`src/rtl/scbr_pkg.sv`:
```
package scbr_pkg;

	localparam int MAX_NODES  = 64;
	localparam int COUNT_W    = 32;
	localparam int NODE_W     = 6;
	localparam int NODE_AW    = $clog2(MAX_NODES);
	localparam int CNT_W      = NODE_AW + 1;
	localparam int REQ_W      = 8;
	localparam int STEP_W     = 8;
	localparam int STATUS_W   = 2;
	localparam logic [STEP_W-1:0] STEP_RESET = STEP_W'(1);

	typedef enum logic [STATUS_W-1:0] {
		STAT_REPLY = 2'd0,
		STAT_ZERO  = 2'd1,
		STAT_OVFL  = 2'd2
	} status_t;

	typedef enum logic [1:0] {
		ST_IDLE,
		ST_EXEC,
		ST_REL
	} state_t;

	typedef struct packed {
		logic               en;
		logic [NODE_AW-1:0] addr;
		logic [NODE_W-1:0]  data;
	} list_wr_t;

	typedef struct packed {
		logic               en;
		logic [NODE_AW-1:0] addr;
	} list_rd_t;

endpackage

```
`src/rtl/shared_counter_barrier_release_top.sv`:
```
// Fetch-and-add counter with barrier release. A request is taken when start is high and busy is
// low; busy then stays high until the block can take the next one. Zero, positive, overflow and
// plain append requests are captured, then finish in one pass through the shared adder; a
// positive request answers with the counter and then adds step. A release of n listed nodes reads
// the done list, a memory with one write and one read port, one entry per cycle, newest first.
// Each result word is on the outputs for exactly one cycle with strobe high; the receiver cannot
// stall, so it must take every strobed word. The last word caused by a request has last set.
// step_we writes step; the user must do so only while idle, which the block does not enforce.
module shared_counter_barrier_release_top (
	input  logic                          clk,
	input  logic                          arst_n,
	input  logic                          start,
	output logic                          busy,
	input  logic [scbr_pkg::NODE_W-1:0]   node_id,
	input  logic signed [scbr_pkg::REQ_W-1:0] request_value,
	input  logic                          step_we,
	input  logic [scbr_pkg::STEP_W-1:0]   step_data,
	output logic                          strobe,
	output logic [scbr_pkg::NODE_W-1:0]   dest_node,
	output logic [scbr_pkg::COUNT_W-1:0]  count_value,
	output logic [scbr_pkg::STATUS_W-1:0] status,
	output logic                          last
);
	import scbr_pkg::*;

	state_t state_q, state_d;

	logic [STEP_W-1:0]  step_q;
	logic [COUNT_W-1:0] counter_q;
	logic [CNT_W-1:0]   done_count_q;
	logic [NODE_W-1:0]  node_q;
	logic [REQ_W-1:0]   req_q;

	logic               strobe_q, from_mem_q, last_q;
	logic [NODE_W-1:0]  dest_q;
	logic [COUNT_W-1:0] count_q;
	status_t            status_q;

	logic [COUNT_W-1:0] add_a, add_b, add_sum;
	logic               req_zero, req_neg, list_full, release_now;
	logic [REQ_W-1:0]   mag;
	logic [NODE_W-1:0]  rd_data;
	list_wr_t           wr;
	list_rd_t           rd;

	assign req_zero  = (req_q == '0);
	assign req_neg   = req_q[REQ_W-1];
	assign mag       = REQ_W'(-req_q);
	assign list_full = (done_count_q == CNT_W'(MAX_NODES));
	// new list length vs group size; 8-bit compare covers a magnitude of 128
	assign release_now = (REQ_W'(add_sum[CNT_W-1:0]) >= mag);

	// shared adder: counter + step, list length + 1, list length - 1
	assign add_sum = add_a + add_b;

	always_comb begin
		state_d = state_q;
		add_a   = counter_q;
		add_b   = COUNT_W'(step_q);
		unique case (state_q)
			ST_IDLE: begin
				if (start) begin
					state_d = ST_EXEC;
				end
			end
			ST_EXEC: begin
				state_d = ST_IDLE;
				if (!req_zero && req_neg && !list_full) begin
					add_a = COUNT_W'(done_count_q);
					add_b = COUNT_W'(1);
					if (release_now) begin
						state_d = ST_REL;
					end
				end
			end
			ST_REL: begin
				add_a = COUNT_W'(done_count_q);
				add_b = '1;
				if (done_count_q == CNT_W'(1)) begin
					state_d = ST_IDLE;
				end
			end
			default: state_d = ST_IDLE;
		endcase
	end

	assign busy = (state_q != ST_IDLE);

	assign wr.en   = (state_q == ST_EXEC) && !req_zero && req_neg && !list_full;
	assign wr.addr = done_count_q[NODE_AW-1:0];
	assign wr.data = node_q;
	assign rd.en   = (state_q == ST_REL);
	assign rd.addr = add_sum[NODE_AW-1:0];

	scbr_list u_list (
		.clk     (clk),
		.wr      (wr),
		.rd      (rd),
		.rd_data (rd_data)
	);

	always_ff @(posedge clk or negedge arst_n) begin
		if (!arst_n) begin
			state_q      <= ST_IDLE;
			step_q       <= STEP_RESET;
			counter_q    <= '0;
			done_count_q <= '0;
			strobe_q     <= 1'b0;
		end else begin
			state_q  <= state_d;
			strobe_q <= 1'b0;
			if (step_we) begin
				step_q <= step_data;
			end
			unique case (state_q)
				ST_IDLE: ;
				ST_EXEC: begin
					if (req_zero) begin
						strobe_q <= 1'b1;
					end else if (!req_neg) begin
						strobe_q  <= 1'b1;
						counter_q <= add_sum;
					end else if (list_full) begin
						strobe_q <= 1'b1;
					end else begin
						done_count_q <= add_sum[CNT_W-1:0];
					end
				end
				ST_REL: begin
					strobe_q     <= 1'b1;
					done_count_q <= add_sum[CNT_W-1:0];
					if (done_count_q == CNT_W'(1)) begin
						counter_q <= '0;
					end
				end
				default: ;
			endcase
		end
	end

	// result payload, no reset needed
	always_ff @(posedge clk) begin
		if (state_q == ST_IDLE && start) begin
			node_q <= node_id;
			req_q  <= request_value;
		end
		unique case (state_q)
			ST_IDLE: ;
			ST_EXEC: begin
				from_mem_q <= 1'b0;
				dest_q     <= node_q;
				last_q     <= 1'b1;
				if (req_zero) begin
					count_q  <= '0;
					status_q <= STAT_ZERO;
				end else if (!req_neg) begin
					count_q  <= counter_q;
					status_q <= STAT_REPLY;
				end else begin
					count_q  <= '0;
					status_q <= STAT_OVFL;
				end
			end
			ST_REL: begin
				from_mem_q <= 1'b1;
				count_q    <= counter_q;
				status_q   <= STAT_REPLY;
				last_q     <= (done_count_q == CNT_W'(1));
			end
			default: ;
		endcase
	end

	assign strobe      = strobe_q;
	assign dest_node   = from_mem_q ? rd_data : dest_q;
	assign count_value = count_q;
	assign status      = status_q;
	assign last        = last_q;

endmodule

```
`src/rtl/scbr_list.sv`:
```
module scbr_list (
	input  logic                     clk,
	input  scbr_pkg::list_wr_t       wr,
	input  scbr_pkg::list_rd_t       rd,
	output logic [scbr_pkg::NODE_W-1:0] rd_data
);
	import scbr_pkg::*;

	logic [NODE_W-1:0] mem [MAX_NODES];
	logic [NODE_W-1:0] rd_data_q;

	always_ff @(posedge clk) begin
		if (wr.en) begin
			mem[wr.addr] <= wr.data;
		end
		if (rd.en) begin
			rd_data_q <= mem[rd.addr];
		end
	end

	assign rd_data = rd_data_q;

endmodule
```
`config.mk`:
```
export PLATFORM = sky130hd
export DESIGN_NAME = shared_counter_barrier_release_top
export DESIGN_NICKNAME = d
export VERILOG_FILES = /design/src/rtl/scbr_pkg.sv /design/src/rtl/shared_counter_barrier_release_top.sv /design/src/rtl/scbr_list.sv
export SDC_FILE = /design/constraint.sdc
export NUM_CORES = 1
export LEC_CHECK = 0
export ABC_AREA = 1
export BUFFER_PORTS_ARGS = -buffer_cell sky130_fd_sc_hd__buf_2
export CAP_MARGIN = 20
export CORE_ASPECT_RATIO = 0.9
export CORE_MARGIN = 3
export CORE_UTILIZATION = 51
export DETAILED_ROUTE_END_ITERATION = 10
export GPL_ROUTABILITY_DRIVEN = 0
export PLACE_DENSITY = 0.71
export SETUP_SLACK_MARGIN = 0.05
export SLEW_MARGIN = 10
export SYNTH_ARGS = -nofsm -noshare
export SYNTH_HDL_FRONTEND = slang
export SYNTH_HIERARCHICAL = 1
export SYNTH_SLANG_ARGS = --single-unit
```
`constraint.sdc`:
```
create_clock -name clk -period 13 [get_ports clk]
set_input_delay 3.25 -clock clk [delete_from_list [all_inputs] [get_ports clk]]
set_output_delay 3.25 -clock clk [all_outputs]
set_load 0.05 [all_outputs]
```
==> impl_metrics.csv <==
group,metric,value,unit
clock_network,hold_buffers,0,
finish,syn_to_final_growth,10.85,%
synth,synth_top_cell_area_share,58.41,%
routing,drtPass1Iterations,6,
routing,drt_iter0_drc,2061,
synth,syn-cell-area,0.02293,mm²
clock_network,root_buffer,"clkbuf_16",
sta,tightest_slew,1.140,ns
critical_path,worst_setup_path_end_kind,"flip-flop",
global_routing,grt_remaining_overflow,0,
routing,vias_per_cell,5.577,
placement,hpwl,35.18,mm
clock_network,cts_setup_buffers,0,
routing,topRoutingLayerUsed,"met4",
routing,remaining_drc_errors,0,
sta,period_needed,6.293,ns
routing,via_count,16840,
critical_path,worstPathMaxFanout,72,
clock_network,path_clk_slew,0.06,ns
routing,antenna_left,0,
synth,yosysMostFrequentCell,"nand2_1",
critical_path,start_kind,"flip-flop",
synth,yosys_warnings,6,
clock_network,htree_levels,2,
critical_path,critPathBufInv,7,
clock_network,numCtsBuffers,49,
floorplan,rows,73,
global_routing,grt_pass1_vias,16000,
finish,design_area,0.02542,mm²
floorplan,num_io_pins,69,
routing,met3WireLength,5.480,mm
sta,max_freq,158.9,MHz
finish,drive_gt1_share,7.893,%
synth,synth.largest_area_cell,"edfxtp_1",
clock_network,clock_latency,0.61,ns
routing,wl_met1,23.92,mm
synth,synth_cell_types,36,
floorplan,chipHeight,207.2,µm
finish,fillers,3733,
clock_network,cts_tree,"yes",
synth,syn_inst,2333,
synth,synth_ff_type,"edfxtp_1",
finish,finalNetCount,2450,
run_status,outcome,"complete, no violations",
critical_path,cp_data_arrival_time,6.64,ns
placement,place.port_buffers,68,
placement,place_area,0.02371,mm²
critical_path,critPathSlowestCell,"nand2_1",
sta,rsz0062_at_grt,"no",
synth,ys_seq_area_share,63.87,%
sta,fin_crit_sh,48.40,%
floorplan,die-area,0.04754,mm²
sta,hold_violations,0,
hold_path,hold_class,"reg -> reg",
critical_path,crit_chain,"inv_1 > ha_1 > nand2_1 > nand2_1 > inv_1 > o22ai_1 > ha_4 > inv_1 > fa_1 > inv_2 > buf_4 > inv_2 > buf_4 > nand3_1 > nand3_1 > nand2_1 > nand2_1 > nand3_1 > nand3_1 > nand2_1",
sta,slew_violations,0,
routing,wl,56.96,mm
critical_path,crit_top_cell,"nand2_1",
sta,holdWs,0.4833,ns
synth,synth_top_cells_by_area,"edfxtp_1 (58%), nand2_1 (13%), nand3_1 (8.1%)",
critical_path,crit_type,"reg -> reg",
synth,ys_seq_elements,496,
critical_path,cp.required,13.35,ns
finish,fin_util,57.38,%
global_routing,grt_max_degree,110,
global_routing,antenna_found_initial,1,
clock_network,cts_buffer_depth,3,
critical_path,slowest_delay,0.77,ns
critical_path,cp_top_family,"buffers and inverters",
routing,wl_met2,25.67,mm
global_routing,grt_pass1_wl,89.33,mm
finish,num_antenna_cells,0,
sta,setup_viol,0,
sta,setup_tns,0,ns
floorplan,core,0.04430,mm²
global_routing,grt_usage,23.84,%
synth,async_flop_share,10.08,%
synth,avgSynthCellArea,9.828,µm²
synth,synth_nets,2402,
clock_network,numClockSinks,496,
run,maxCapViolations,0,
sta,finClkSkew,0.01606,ns
floorplan,initial_core_util,51.76,%
synth,synth_edf_count,446,
routing,wl_per_cell,18.86,µm
floorplan,die_w,229.5,µm
synth,ys_top_cells_by_count,"nand2_1 (823), edfxtp_1 (446), nand3_1 (371), inv_1 (220), nor2_1 (132)",
sta,max-slew-margin-rel,23.31,%
clock_network,post_cts_resized,0,
==> sequential cells by signal, summed over array words and instances, names as in the netlist <==
name            count
counter_q          32
state_q             2
strobe              1
dest_q              6
from_mem_q          1
last                1
count_value        32
u_list/mem        384
u_list/rd_data      6
node_q              6
done_count_q        7
step_q              8
status              2
req_q               8
==> cell families after synthesis <==
group	Yosys count	share of synthesized area, %
fa+ha+maj	43	2.379
xor+xnor	16	0.6112
flops	496	63.87
compound gates	75	1.735
simple gates	1374	25.10
buf+inv	322	5.954
mux	7	0.3438
==> final timing paths <==
path / endpoint / startpoint / cells after the start / slack, ns
worst min register to register: counter_q[5] / counter_q[5] / 2 / 0.48
max in group asynchronous: done_count_q[0] / arst_n / 2 / 9.75
worst min-delay path: counter_q[5] / counter_q[5] / 2 / 0.48
worst max register to register: u_list/rd_data[0] / state_q[1] / 20 / 6.71
worst max-delay path: u_list/rd_data[0] / state_q[1] / 20 / 6.71
min in group asynchronous: counter_q[30] / arst_n / 2 / 2.78
==> worst reg2reg max path, stage by stage (launching register included) <==
cell     delay [ns]
dfrtp_1        0.40
inv_1          0.09
ha_1           0.49
nand2_1        0.20
nand2_1        0.77
inv_1          0.39
o22ai_1        0.35
ha_4           0.20
inv_1          0.06
fa_1           0.60
inv_2          0.04
buf_4          0.29
inv_2          0.44
buf_4          0.76
nand3_1        0.23
nand3_1        0.11
nand2_1        0.07
nand2_1        0.17
nand3_1        0.19
nand3_1        0.14
nand2_1        0.06
==> layout make-up <==
| cell class | instances | area (µm²) | area share, % |
|---|---|---|---|
| Sequential cell | 496 | 14650 | 57.62 |
| Clock inverter | 27 | 367.9 | 1.447 |
| Inverter | 224 | 843.3 | 3.318 |
| Clock buffer | 63 | 1309 | 5.149 |
| Timing Repair Buffer | 95 | 560.5 | 2.205 |
| Multi-Input combinational cell | 1515 | 6940 | 27.31 |
| Tap cell | 600 | 750.7 | 2.954 |
==> cell usage in the layout, fill, tap and decap left out, drive strengths merged, types with 16 or more instances in the layout <==
cell    count
nand2     825
edfxtp    446
nand3     371
inv       227
nor2      133
buf        94
clkbuf     63
dfrtp      49
o21ai      45
ha         42
a21oi      21
nand4      16
==> stage by stage <==
stage          worst slack (ns)  cells
2_1_floorplan             8.745   2333
3_3_place_gp              6.869   2926
3_5_place_dp              6.786   2929
4_1_cts                   6.750   3019
5_1_grt                   6.279   3020
6_report                  6.708   3020
==> routing by layer <==
metal	track usage, %	vias to the layer above
met5	0	-
met4	8.003	0
met2	36.90	862
met3	5.143	144
met1	33.73	7947
li1	-	7889
Power is left out: the tool's default activity adds up to more than one toggle a clock period on the data nets, which glitch-free logic cannot reach.
